==> config.mk <==
export PLATFORM = sky130hd
export DESIGN_NAME = key_press_classifier_fifo_unit_flat
export DESIGN_NICKNAME = d
export VERILOG_FILES = /design/src/kpcf_pkg.sv /design/src/kpcf_ifs.sv /design/src/key_press_classifier_fifo_unit.sv /design/src/flat_wrapper.sv
export SDC_FILE = /design/constraint.sdc
export NUM_CORES = 1
export LEC_CHECK = 0
export BUFFER_PORTS_ARGS = -buffer_cell sky130_fd_sc_hd__buf_2
export CAP_MARGIN = 20
export CORE_ASPECT_RATIO = 0.75
export CORE_MARGIN = 1.5
export CORE_UTILIZATION = 40
export CTS_CLUSTER_DIAMETER = 120
export CTS_CLUSTER_SIZE = 24
export DETAILED_ROUTE_END_ITERATION = 8
export GPL_TIMING_DRIVEN = 0
export SETUP_SLACK_MARGIN = 0.2
export SLEW_MARGIN = 20
export SYNTH_ARGS = -nofsm -noshare
export SYNTH_HDL_FRONTEND = slang
export SYNTH_SLANG_ARGS = --single-unit
==> constraint.sdc <==
create_clock -name clock -period 7.8 [get_ports clock]
set_input_delay 1.56 -clock clock [delete_from_list [all_inputs] [get_ports clock]]
set_output_delay 1.56 -clock clock [all_outputs]
set_load 0.03 [all_outputs]
==> src/kpcf_pkg.sv <==
// Package for the key press classifier: widths, reset values and codes.
// No dependencies.
package kpcf_pkg;

   localparam int QUEUE_DEPTH_DEFAULT = 16;
   localparam int TICKS_W = 8;

   localparam logic [TICKS_W-1:0] LONG_TICKS_RESET = 8'd50;

   // Button phases.
   localparam logic [1:0] PH_IDLE    = 2'd0;
   localparam logic [1:0] PH_CONFIRM = 2'd1;
   localparam logic [1:0] PH_HELD    = 2'd2;
   localparam logic [1:0] PH_RELEASE = 2'd3;

   // Event kinds.
   localparam logic EV_SHORT = 1'b0;
   localparam logic EV_LONG  = 1'b1;

   // Commands.
   localparam logic CMD_TICK = 1'b0;
   localparam logic CMD_POP  = 1'b1;

endpackage

==> src/kpcf_ifs.sv <==
// Valid/ready channel interfaces of the key press classifier.
// No dependencies.
interface kpcf_req_if;
   logic valid;
   logic ready;
   logic cmd;
   logic button_down;

   modport source (output valid, output cmd, output button_down, input ready);
   modport sink (input valid, input cmd, input button_down, output ready);
endinterface

interface kpcf_rsp_if;
   logic valid;
   logic ready;
   logic event_valid;
   logic event_code;
   logic pending;

   modport source (output valid, output event_valid, output event_code, output pending,
                   input ready);
   modport sink (input valid, input event_valid, input event_code, input pending,
                 output ready);
endinterface

==> src/key_press_classifier_fifo_unit.sv <==
// Debounced button short/long press classifier with an event ring.
// Depends on kpcf_pkg and the channel interfaces in kpcf_ifs.sv.
//
//   channel   direction  handshake      payload
//   req_ch    in         valid/ready    cmd, button_down
//   rsp_ch    out        valid/ready    event_valid, event_code, pending
//   csr       in         csr_we         csr_wdata (long press threshold)
//
// Each item updates the phase machine and the ring pointers at the edge where it is
// accepted, and its result is loaded into the output register at that same edge.
// One item per cycle is sustained; the output register stalls input only when a result
// waits and rsp_ch.ready is low. The ring head is held in a registered read of the event
// memory. Reset is synchronous and needs no clearing pass.
module key_press_classifier_fifo_unit #(
   parameter int QUEUE_DEPTH = kpcf_pkg::QUEUE_DEPTH_DEFAULT
) (
   input  logic                         clock,
   input  logic                         reset,
   kpcf_req_if.sink                     req_ch,
   kpcf_rsp_if.source                   rsp_ch,
   input  logic                         csr_we,
   input  logic [kpcf_pkg::TICKS_W-1:0] csr_wdata
);
   import kpcf_pkg::*;

   localparam int PTR_W = (QUEUE_DEPTH > 1) ? $clog2(QUEUE_DEPTH) : 1;
   localparam logic [PTR_W-1:0] PTR_LAST = PTR_W'(QUEUE_DEPTH - 1);

   logic [TICKS_W-1:0] long_ticks_ff;
   logic [1:0]         phase_ff, phase_in;
   logic [TICKS_W-1:0] hold_ff, hold_in;
   logic               long_rep_ff, long_rep_in;
   logic [PTR_W-1:0]   rd_ptr_ff, rd_ptr_in;
   logic [PTR_W-1:0]   wr_ptr_ff, wr_ptr_in;
   logic [PTR_W-1:0]   rd_next, wr_next;
   logic               event_mem [QUEUE_DEPTH];
   logic               head_ff;
   logic               accept;
   logic               tick;
   logic               pop;
   logic               push_req;
   logic               push;
   logic               push_code;
   logic               below_limit;
   logic               rsp_valid_ff, rsp_valid_in;
   logic               ev_valid_ff;
   logic               ev_code_ff;
   logic               pending_ff;

   assign req_ch.ready = !rsp_valid_ff || rsp_ch.ready;
   assign accept       = req_ch.valid && req_ch.ready;
   assign tick         = accept && (req_ch.cmd == CMD_TICK);
   assign below_limit  = hold_ff < long_ticks_ff;

   assign rd_next = (rd_ptr_ff == PTR_LAST) ? '0 : rd_ptr_ff + 1'b1;
   assign wr_next = (wr_ptr_ff == PTR_LAST) ? '0 : wr_ptr_ff + 1'b1;

   // Phase machine; it only moves on an accepted scan tick.
   always_comb begin
      phase_in    = phase_ff;
      hold_in     = hold_ff;
      long_rep_in = long_rep_ff;
      push_req    = 1'b0;
      push_code   = EV_SHORT;
      if (tick) begin
         case (phase_ff)
            PH_IDLE: begin
               if (req_ch.button_down) phase_in = PH_CONFIRM;
            end
            PH_CONFIRM: begin
               if (req_ch.button_down) begin
                  phase_in = PH_HELD;
                  hold_in  = '0;
               end else begin
                  phase_in = PH_IDLE;
               end
            end
            PH_HELD: begin
               if (req_ch.button_down) begin
                  if (below_limit) begin
                     hold_in = hold_ff + 1'b1;
                  end else if (!long_rep_ff) begin
                     push_req    = 1'b1;
                     push_code   = EV_LONG;
                     long_rep_in = 1'b1;
                  end
               end else begin
                  phase_in    = PH_RELEASE;
                  long_rep_in = 1'b0;
               end
            end
            default: begin
               if (req_ch.button_down) begin
                  phase_in = PH_HELD;
               end else begin
                  push_req = below_limit;
                  phase_in = PH_IDLE;
               end
            end
         endcase
      end
   end

   // The ring keeps one slot free, so a push into the last free slot is dropped.
   assign push      = push_req && (wr_next != rd_ptr_ff);
   assign pop       = accept && (req_ch.cmd == CMD_POP) && (rd_ptr_ff != wr_ptr_ff);
   assign wr_ptr_in = push ? wr_next : wr_ptr_ff;
   assign rd_ptr_in = pop ? rd_next : rd_ptr_ff;

   always_comb begin
      rsp_valid_in = rsp_valid_ff;
      if (accept) begin
         rsp_valid_in = 1'b1;
      end else if (rsp_ch.ready) begin
         rsp_valid_in = 1'b0;
      end
   end

   always_ff @(posedge clock) begin
      if (reset) begin
         long_ticks_ff <= LONG_TICKS_RESET;
         phase_ff      <= PH_IDLE;
         hold_ff       <= '0;
         long_rep_ff   <= 1'b0;
         rd_ptr_ff     <= '0;
         wr_ptr_ff     <= '0;
         rsp_valid_ff  <= 1'b0;
      end else begin
         if (csr_we) long_ticks_ff <= csr_wdata;
         phase_ff     <= phase_in;
         hold_ff      <= hold_in;
         long_rep_ff  <= long_rep_in;
         rd_ptr_ff    <= rd_ptr_in;
         wr_ptr_ff    <= wr_ptr_in;
         rsp_valid_ff <= rsp_valid_in;
      end
   end

   // Event memory. head_ff always mirrors the entry at the read pointer; a write to that
   // entry in the same cycle is forwarded.
   always_ff @(posedge clock) begin
      if (push) event_mem[wr_ptr_ff] <= push_code;
      head_ff <= (push && (wr_ptr_ff == rd_ptr_in)) ? push_code : event_mem[rd_ptr_in];
   end

   always_ff @(posedge clock) begin
      if (accept) begin
         ev_valid_ff <= pop;
         ev_code_ff  <= pop ? head_ff : EV_SHORT;
         pending_ff  <= rd_ptr_in != wr_ptr_in;
      end
   end

   assign rsp_ch.valid       = rsp_valid_ff;
   assign rsp_ch.event_valid = ev_valid_ff;
   assign rsp_ch.event_code  = ev_code_ff;
   assign rsp_ch.pending     = pending_ff;

endmodule

==> src/flat_wrapper.sv <==
// flat-port wrapper written by rule: the top's interface ports become plain ports
module key_press_classifier_fifo_unit_flat import kpcf_pkg::*;
#(
   parameter int QUEUE_DEPTH = kpcf_pkg::QUEUE_DEPTH_DEFAULT
)
  (clock, reset, csr_we, csr_wdata, req_ch_valid, req_ch_cmd, req_ch_button_down, req_ch_ready, rsp_ch_valid, rsp_ch_event_valid, rsp_ch_event_code, rsp_ch_pending, rsp_ch_ready);
  kpcf_req_if req_ch_i ();
  kpcf_rsp_if rsp_ch_i ();
  input  logic clock;
  input  logic reset;
  input  logic csr_we;
  input  logic [kpcf_pkg::TICKS_W-1:0] csr_wdata;
  input wire logic [$bits(req_ch_i.valid)-1:0] req_ch_valid;
  input wire logic [$bits(req_ch_i.cmd)-1:0] req_ch_cmd;
  input wire logic [$bits(req_ch_i.button_down)-1:0] req_ch_button_down;
  output wire logic [$bits(req_ch_i.ready)-1:0] req_ch_ready;
  output wire logic [$bits(rsp_ch_i.valid)-1:0] rsp_ch_valid;
  output wire logic [$bits(rsp_ch_i.event_valid)-1:0] rsp_ch_event_valid;
  output wire logic [$bits(rsp_ch_i.event_code)-1:0] rsp_ch_event_code;
  output wire logic [$bits(rsp_ch_i.pending)-1:0] rsp_ch_pending;
  input wire logic [$bits(rsp_ch_i.ready)-1:0] rsp_ch_ready;
  assign req_ch_i.valid = req_ch_valid;
  assign req_ch_i.cmd = req_ch_cmd;
  assign req_ch_i.button_down = req_ch_button_down;
  assign req_ch_ready = req_ch_i.ready;
  assign rsp_ch_valid = rsp_ch_i.valid;
  assign rsp_ch_event_valid = rsp_ch_i.event_valid;
  assign rsp_ch_event_code = rsp_ch_i.event_code;
  assign rsp_ch_pending = rsp_ch_i.pending;
  assign rsp_ch_i.ready = rsp_ch_ready;
  key_press_classifier_fifo_unit #(.QUEUE_DEPTH(QUEUE_DEPTH)) u_core (.clock(clock), .reset(reset), .req_ch(req_ch_i), .rsp_ch(rsp_ch_i), .csr_we(csr_we), .csr_wdata(csr_wdata));
endmodule
==> results of run 1 <==
cell type report:
cell class              instances  area [um^2]  share of cell area
multi-input cells             166         1270               0.442
flip-flops and latches         51         1210               0.420
well taps                      81          101              0.0352
repair buffers                 18         92.6              0.0321
clock buffers                   5         68.8              0.0239
inverters                      17         63.8              0.0221
plain buffers                   7         41.3              0.0143
clock inverters                 3         27.5             0.00955
per-layer routing:
layer / GRT usage / wire [um] / share of wire / vias up
li1: - / - / - / 898
met1: 0.253 / 2780 / 0.55 / 869
met2: 0.217 / 2000 / 0.40 / 28
met3: 0.0344 / 183 / 0.036 / 5
met4: 0.0539 / 61 / 0.012 / 0
met5: 0 / 0 / 0 / -
cell usage after synthesis (2+ instances only):
cell,count,area [um^2]
nor2_1,35,131
dfxtp_1,32,641
edfxtp_1,19,571
inv_1,17,63.8
nand2_1,16,60.1
ha_1,13,163
mux2i_1,11,110
xor2_1,11,96.3
xnor2_1,10,87.6
nand3_1,6,30.0
mux4_2,5,113
nand2b_1,5,31.3
nand4_1,5,31.3
nor3_1,5,25.0
o211ai_1,5,37.5
and2_1,4,25.0
buf_4,4,30.0
a21oi_1,3,15.0
and3_1,3,18.8
clkbuf_1,3,11.3
a211oi_1,2,15.0
a31oi_1,2,12.5
and4_1,2,17.5
nor3b_1,2,15.0
o21ai_0,2,10.0
sequential cells by signal, indices dropped and copies added (netlist names), 4 cells and up, named ones only:
register,count
u_core.event_mem,16
u_core.rd_ptr_ff,4
u_core.long_ticks_ff,8
u_core.hold_ff,8
u_core.wr_ptr_ff,4
report_power, final:
| group | switching (W) | internal [W] | leakage (nW) |
|---|---|---|---|
| Clock | 0.0000983 | 0.0000661 | 0.0463 |
| Sequential | 0.00000225 | 0.000278 | 0.462 |
| Combinational | 0.0000161 | 0.0000107 | 0.627 |
| Total | 0.000117 | 0.000355 | 1.14 |
cells by family (layout without fill, tap and decap cells):
kind of cell	count (synthesis)	after routing	synth area share
flops	51	51	0.468
xor+xnor	22	22	0.0798
compound gates	24	24	0.0847
buf+inv	24	50	0.0406
mux	16	16	0.0861
fa+ha+maj	13	13	0.0629
simple gates	91	91	0.178
worst register-to-register path, delay by kind of cell (launching register included):
kind                       cells  cell delay, ns
AOI/OAI and AO/OA              4            1.17
DFF                            1            0.45
muxes                          1            0.36
adders and majority gates      1            0.29
xor gates and xnor gates       1            0.17
and+or+nand+nor                1            0.10
through the flow:
| step | instances | setup slack, ns | utilization |
|---|---|---|---|
| 6_report | 348 | 4.23 | 0.458 |
| 5_1_grt | 348 | 4.20 | 0.458 |
| 4_1_cts | 348 | 4.23 | 0.458 |
| 3_5_place_dp | 340 | 3.98 | 0.443 |
| 3_3_place_gp | 339 | 3.68 | 0.441 |
| 2_1_floorplan | 241 | 4.22 | - |
how the worst max path moves through the flow:
| stage | slack, ns | cells after the start | from | end |
|---|---|---|---|---|
| after floorplan | 4.22 | 8 | req_ch_button_down | u_core.rsp_ch.pending |
| after global routing | 4.20 | 3 | rsp_ch_ready | req_ch_ready |
| final | 4.23 | 3 | rsp_ch_ready | req_ch_ready |
| after detailed placement | 3.98 | 8 | req_ch_button_down | u_core.rsp_ch.pending |
| after CTS | 4.23 | 3 | rsp_ch_ready | req_ch_ready |
| after global placement | 3.68 | 5 | rsp_ch_ready | u_core.event_mem[10] |
==> impl_metrics.toml, run 1 <==
[sta]
whs_ns = 0.494
post-route-period-util = 0.458
relSlewSlack = 0.593
finClkSkew_ns = 0.0189
hold_viol_final = 0
rsz0062_at_grt = "false"
worstMarginPinSlew_ns = 0.611
max_freq_mhz = 280
period_needed_ns = 3.57
slew_viol_final = 0
finalSetupViolCount = 0
finalSetupTns_ns = 0

[placed_design]
place_hpwl_mm = 3.81
routabilityCongestion = 0.797
port_buffers = 17
dpl_cell_area_um2 = 2790

[synthesis]
synthCells = 241
syn_nets = 269
synth-seq-area-share = 0.468
synth_ff_type = "dfxtp_1"
avgSynthCellArea_um2 = 10.7
yosysWarningCount = 0
async_flop_share = 0
netlist_area_um2 = 2590
yosysUniqueCellTypes = 44
ys_ff_latch = 51
synth_edf_count = 19

[critical_path]
cp_slowest_stage_delay_ns = 0.19
path_cells = "buf_2, nand2b_1, buf_2"
r2r_setup_slack_ns = 5.00
cp_max_fo = 4
crit_type = "in2out"
cpLargestDelayFamily = "buffers and inverters"
required_ns = 6.24
cp-start-kind = "input pin"
reg2reg_from = "u_core.hold_ff[2]"
worstPathArrival_ns = 2.01
cpMostUsedCell = "buf_2"
r2r_cells = 8
critPathSlowestCell = "buf_2"
rr_endpoint = "u_core.rsp_ch.pending"
critPathBufInv = 2
end_kind = "primary output"

[global_routing]
grt_max_degree = 19
overflow = 0
grt_usage = 0.162
antenna_found_initial = 0
grt_pass1_wl_mm = 8.40
grt_pass1_vias = 1684

[cells_and_area]
area_growth_pct = 11.4
final_area_um2 = 2880
layout_common_cells = "nor2_1 (35), dfxtp_1 (32), edfxtp_1 (19)"
final_common_cell = "nor2_1"
n_antenna_cell = 0
fillers = 597
layout-drive-gt1-share = 0.169
final_nets = 294

[hold_path]
hold_path_end = "u_core.long_rep_ff"
min_from = "u_core.long_rep_ff"
worst_hold_path_type = "reg2reg"
hold_depth = 2

[clock_network]
clockBufferDepth = 2
cts_tree = "done"
cts-hold-fix-buffers = 0
clock-sinks = 51
post_cts_buffers = 0
cts_root_buffer = "clkbuf_8"
cts_resized = 0
cts_max_level = 2
cts-buffers-inserted = 5
clock_latency_ns = 0.32
path_clk_slew_ns = 0.09

[floorplanning]
placementRows = 25
start_util = 0.411
die_area_um2 = 6960
ios = 20
fp.coreArea_um2 = 6290
die_w_um = 95.9
die_h_um = 72.6

[route]
postRouteAntennaNets = 0
drtPass1Iterations = 4
vias = 1800
detail_route.wl_per_cell_um = 14.4
drt_iter0_drc = 67
drc = 0
drt-total-wl_mm = 5.02
vias_per_cell = 5.17

[run_status]
status = "finished, final reports clean"

[power_and_ir_drop]
p_leak_nw = 1.14
power.total_w = 0.000471
vdd_ir_drop_max_v = 0.0000686
p_per_area_nw_per_um2 = 164

[flow_run]
maxCapViolCount = 0
(Power assumes the default switching activity.)
==> inputs of run 2 (changes only) <==
ABC_AREA = 1   (was unset)
clock period = 3.45 ns   (was 7.8 ns; I/O delays follow)
==> run 2 against run 1 <==
  * Hold slack worse by 0.030 ns
  * Critical path depth rose by 7
  * Register-to-register slack lost 4.0 ns
==> impl_metrics.toml, run 2 <==
[synthesis]
synthSimpleGateAreaFrac = 0.266
avgSynthCellArea_um2 = 8.15
ys_top_cells_by_area = "dfxtp_1 (23%), edfxtp_1 (21%), nand2_1 (8.8%)"
syn_nets = 363
synth.area.mux_share = 0.0110
yosysWarningCount = 0
synthCells = 335
synth_top_family_by_area = "simple AND/OR/NAND/NOR gates"
synth_compound_gate_area_share = 0.111
yosysUniqueCellTypes = 36
yosysTopAreaCellShare = 0.235
synthAdderAreaFrac = 0.0596
synthXorXnorAreaFrac = 0.0289
yosysMostFrequentCell = "nand2_1"
synth_ff_type = "dfxtp_1"
async_flop_share = 0
synth_common_cells = "nand2_1 (64), inv_1 (42), nor2_1 (35)"
netlist_area_um2 = 2730
synth-seq-area-share = 0.444
ys_ff_latch = 51
synth_edf_count = 19
synth_area_leader_cell = "dfxtp_1"

[sta]
finalSetupViolCount = 0
finalSetupTns_ns = 0
finClkSkew_ns = 0.0140
max_freq_mhz = 415
worstMarginPinSlew_ns = 0.961
slew_viol_final = 0
rsz0062_at_grt = "false"
relSlewSlack = 0.357
period_needed_ns = 2.41
hold_viol_final = 0
post-route-period-util = 0.698

[route]
drtPass1Iterations = 5
met3_wirelength_um = 330
postRouteAntennaNets = 0
vias = 2200
detail_route.wl_per_cell_um = 13.0
wl_met2_mm = 2.19
drt_iter0_drc = 177
wl_met1_mm = 3.17
drc = 0
routed.top_layer = "met4"
vias_per_cell = 4.98
drt-total-wl_mm = 5.76

[hold_path]
hold_path_end = "u_core.long_ticks_ff[1]"
hold_depth = 2
min_from = "u_core.long_ticks_ff[1]"
worst_hold_path_type = "reg2reg"

[floorplanning]
placementRows = 25
die_h_um = 74.5
die_w_um = 98.4
fp.coreArea_um2 = 6440
die_area_um2 = 7330
start_util = 0.423
ios = 20

[critical_path]
worstPathArrival_ns = 2.42
cp-start-kind = "register"
r2r_cells = 10
crit_type = "reg2reg"
end_kind = "register"
cp_max_fo = 7
reg2reg_from = "u_core.wr_ptr_ff[0]"
rr_endpoint = "u_core.event_mem[9]"
r2r_setup_slack_ns = 1.04
required_ns = 3.46

[cells_and_area]
largest_register = "u_core.event_mem"
layout-drive-gt1-share = 0.152
reg.largest.list = "u_core.event_mem: 16 flops, u_core.hold_ff: 8 flops, u_core.long_ticks_ff: 8 flops"
finalNonFillerCells = 442
largest_register_ffs = 16
layout_common_cells = "nand2_1 (64), inv_1 (42), nor2_1 (35)"
n_antenna_cell = 0
final_nets = 388
area_growth_pct = 12.0
fin_util = 0.474
final_common_cell = "nand2_1"

[clock_network]
clock-sinks = 51
post_cts_buffers = 0
path_clk_slew_ns = 0.09
cts-hold-fix-buffers = 0
cts_root_buffer = "clkbuf_8"
clockBufferDepth = 2
cts_resized = 0
clock_latency_ns = 0.31
cts_tree = "done"
cts-buffers-inserted = 5
cts_max_level = 2

[placed_design]
place_hpwl_mm = 4.39
port_buffers = 18
dp.cells = 434
routabilityCongestion = 0.801

[global_routing]
antenna_found_initial = 0
grt_max_degree = 17
overflow = 0
grt_pass1_wl_mm = 9.77
grt_usage = 0.171
grt_pass1_vias = 1978

[power_and_ir_drop]
p_comb_frac = 0.051
p_per_area_nw_per_um2 = 390
p_clk_frac = 0.417
p_sw_w = 0.000252
vdd_ir_drop_max_v = 0.000219
switching_share = 0.212
p_leak_nw = 1.28
seqPwrFrac = 0.532
intPower_w = 0.000939

[run_status]
status = "finished, final reports clean"

[flow_run]
maxCapViolCount = 0
[run 2: changes by cell type after synthesis, moves of 4 or more]
| cell | previous run | this run |
|---|---|---|
| xor2_1 | 11 | 2 |
| nand2_2 | 1 | 9 |
| nand2b_1 | 5 | 0 |
| o21ai_0 | 2 | 20 |
| mux2i_1 | 11 | 3 |
| inv_1 | 17 | 42 |
| a21oi_1 | 3 | 25 |
| nand2_1 | 16 | 64 |
| inv_2 | 0 | 5 |
| mux4_2 | 5 | 0 |
| and2_1 | 4 | 0 |
| nand3_1 | 6 | 16 |
[run 2: worst max path at each step]
stage | endpoint | from | slack [ns]
5_1_grt | u_core.rsp_ch.pending | u_core.wr_ptr_ff[0] | 0.84
4_1_cts | u_core.event_mem[1] | u_core.wr_ptr_ff[0] | 1.05
3_3_place_gp | u_core.rsp_ch.pending | u_core.wr_ptr_ff[0] | 1.10
2_1_floorplan | u_core.rsp_ch.pending | rsp_ch_ready | 1.22
6_report | u_core.event_mem[9] | u_core.wr_ptr_ff[0] | 1.04
3_5_place_dp | u_core.event_mem[1] | u_core.wr_ptr_ff[0] | 1.06
[run 2: critical path, stage by stage, from the launching register on]
cell     delay [ns]
dfxtp_1        0.48
inv_1          0.17
ha_1           0.38
xnor2_1        0.15
nand3_1        0.08
nor2_1         0.07
a21oi_4        0.22
nand3_4        0.13
inv_1          0.13
nand2_1        0.15
nor2_1         0.16
[run 2: cell families (layout without fill, tap and decap cells)]
logic type                 Yosys count  after routing
xor gates and xnor gates             9              9
DFF                                 51             51
and+or+nand+nor                    150            150
adders and majority gates           13             13
buffers and inverters               54             80
AOI/OAI and AO/OA                   55             55
muxes                                3              3
[run 2: power by group through the flow]
stage	combinational, W	sequential, W	clock (W)
final	0.0000607	0.000633	0.000496
after global routing	0.0000703	0.000635	0.000534
after CTS	0.0000614	0.000634	0.000508
after detailed placement	0.0000611	0.000647	0
after global placement	0.0000606	0.000647	0
after floorplan	0.0000356	0.000652	0
[run 2: layout make-up]
type                            count  area [um^2]
Fill cell                         629         3390
Multi-Input combinational cell    230         1300
Sequential cell                    51         1210
Inverter                           47          176
Tap cell                           81          101
Timing Repair Buffer               18         90.1
Clock buffer                        5         68.8
Clock inverter                      3         67.6
Buffer                              7         40.0
[run 2: per-layer routing]
metal  global-route usage  vias to the layer above
li1                     -                     1150
met1                0.259                      985
met2                0.238                       59
met3               0.0432                        6
met4               0.0501                        0
met5                    0                        -
[run 2: metrics by stage]
step           worst slack, ns  power, W  area [um^2]  hold WS (ns)
5_1_grt                  0.836   0.00124         3060         0.490
3_5_place_dp              1.06  0.000709         2920         0.460
3_3_place_gp              1.10  0.000708         2920         0.452
2_1_floorplan             1.22  0.000688         2730         0.433
4_1_cts                   1.05   0.00120         3060         0.475
6_report                  1.04   0.00119         3060         0.465
==> inputs of run 3 (changes only) <==
clock period = 2.23 ns   (was 3.45 ns; I/O delays follow)
==> run 3 against run 2 <==
  * Count of clock-buffer cells in the layout grew 1
  * Hold slack lost 0.12 ns
  * Final cell count grew 5.4%
  * Register-to-register slack lost 0.89 ns
  * First-iteration DRC count shrank 13%
  * Routed wire length grew 14%
  * Core utilization grew 6.5 points
  * Worst setup slack lost 0.89 ns
  * Critical path type unchanged
==> impl_metrics.toml, run 3 (synthesis gave the netlist of run 2 again) <==
[run_status]
status = "finished, final reports clean"

[cells_and_area]
largest_register_ffs = 16
fillers = 613
final_nets = 412
layout_common_cells = "nand2_1 (44), inv_1 (31), nor2_1 (29)"
area_growth_pct = 27.3
final_common_cell = "nand2_1"
n_antenna_cell = 0
reg.largest.list = "u_core.event_mem: 16 flops, u_core.hold_ff: 8 flops, u_core.long_ticks_ff: 8 flops"
layout-drive-gt1-share = 0.374
largest_register = "u_core.event_mem"

[clock_network]
cts-buffers-inserted = 5
clockBufferDepth = 2
path_clk_slew_ns = 0.09
clock-sinks = 51
clock_latency_ns = 0.31
cts_max_level = 2
cts_tree = "done"
cts-hold-fix-buffers = 0
cts_root_buffer = "clkbuf_8"

[power_and_ir_drop]
p_per_area_nw_per_um2 = 468
intPower_w = 0.00123
p_leak_nw = 1.44
vdd_ir_drop_max_v = 0.000209
switching_share = 0.243
p_comb_frac = 0.074
seqPwrFrac = 0.600
power.total_w = 0.00163
p_sw_w = 0.000395
p_clk_frac = 0.327

[critical_path]
required_ns = 2.30
critPathSlowestCell = "dfxtp_4"
cp-start-kind = "register"
end_kind = "register"
cp_slowest_stage_delay_ns = 0.38
cpMostUsedCell = "nand2_1"
cp_max_fo = 5
worstPathArrival_ns = 2.15
path_cells = "inv_2, ha_4, xnor2_2, nand3_2, nor2_2, a21oi_4, buf_4, nand4_1, nand2_2, nand2_1, nand2_1, nor2_1, nand2_1"
crit_type = "reg2reg"

[floorplanning]
die_area_um2 = 7330
fp.coreArea_um2 = 6440
die_h_um = 74.5
placementRows = 25
ios = 20
start_util = 0.423
die_w_um = 98.4

[route]
postRouteAntennaNets = 0
detail_route.wl_per_cell_um = 14.1
drt-total-wl_mm = 6.56
vias = 2331
drtPass1Iterations = 4
drc = 0
vias_per_cell = 5.00
drt_iter0_drc = 154

[sta]
slew_viol_final = 0
finClkSkew_ns = 0.00955
worst_slack_ns = 0.146
finalSetupViolCount = 0
post-route-period-util = 0.934
hold_viol_final = 0
relSlewSlack = 0.442
rsz0062_at_grt = "true"
period_needed_ns = 2.08
worstMarginPinSlew_ns = 0.829
max_freq_mhz = 480

[placed_design]
port_buffers = 18
dp_slack_ns = -0.107
place_hpwl_mm = 4.50
routabilityCongestion = 0.817

[flow_run]
maxCapViolCount = 0

[global_routing]
overflow = 0
antenna_found_initial = 0
grt_usage = 0.186
grt_pass1_vias = 2082
grt_pass1_wl_mm = 10.4
grt_max_degree = 17

[hold_path]
worst_hold_path_type = "in2reg"
## run 3: layer usage
| layer | track usage | routed length [um] |
|---|---|---|
| met1 | 0.286 | 3470 |
| met2 | 0.262 | 2660 |
| met3 | 0.0329 | 347 |
| met4 | 0.0610 | 88 |
| met5 | 0 | 0 |
## run 3: final timing paths
check        cells after the start                      end                    start  slack (ns)
max                             13    u_core.rsp_ch.pending      u_core.wr_ptr_ff[1]        0.15
max reg2reg                     13    u_core.rsp_ch.pending      u_core.wr_ptr_ff[1]        0.15
min                              3  u_core.long_ticks_ff[1]             csr_wdata[1]        0.35
min reg2reg                      2  u_core.long_ticks_ff[4]  u_core.long_ticks_ff[4]        0.48
## run 3: area by class of cell
cell class                 count  area [um^2]  area share
buffer                         7         40.0      0.0115
multi-input combinational    230         1550       0.445
timing repair buffer          42          274      0.0789
clock buffer                   6         72.6      0.0209
sequential                    51         1250       0.360
inverter                      47          179      0.0515
clock inverter                 2         12.5     0.00360
tap                           81          101      0.0292
## run 3: timing repair
item,4_1_cts,5_1_grt
endpoints found under the setup margin,34,34
buffers inserted,14,10
pin swaps,21,22
resized for setup,50,35
## run 3: through the flow
step | area (um^2) | TNS, ns | utilization | std cells | hold slack [ns]
3_5_place_dp | 2920 | -2.44 | 0.453 | 434 | 0.461
4_1_cts | 3290 | 0 | 0.510 | 456 | 0.337
6_report | 3470 | 0 | 0.539 | 466 | 0.348
3_3_place_gp | 2920 | -0.837 | 0.453 | 434 | 0.457
5_1_grt | 3470 | -0.0190 | 0.539 | 466 | 0.338
2_1_floorplan | 2730 | 0 | - | 335 | 0.433
## run 3: power by group through the flow
stage / combinational [W] / clock [W] / sequential (W)
2_1_floorplan: 0.0000551 / 0 / 0.00101
6_report: 0.000120 / 0.000531 / 0.000974
4_1_cts: 0.000104 / 0.000544 / 0.000974
5_1_grt: 0.000133 / 0.000583 / 0.000977
3_3_place_gp: 0.0000940 / 0 / 0.00100
3_5_place_dp: 0.0000957 / 0 / 0.00100
## run 3: critical path, delay by kind of cell, from the launching register on
family                     cells  cell delay, ns
and+or+nand+nor                8            0.76
DFF                            1            0.38
adders and majority gates      1            0.25
buffers and inverters          2            0.20
xor gates and xnor gates       1            0.16
AOI/OAI and AO/OA              1            0.09
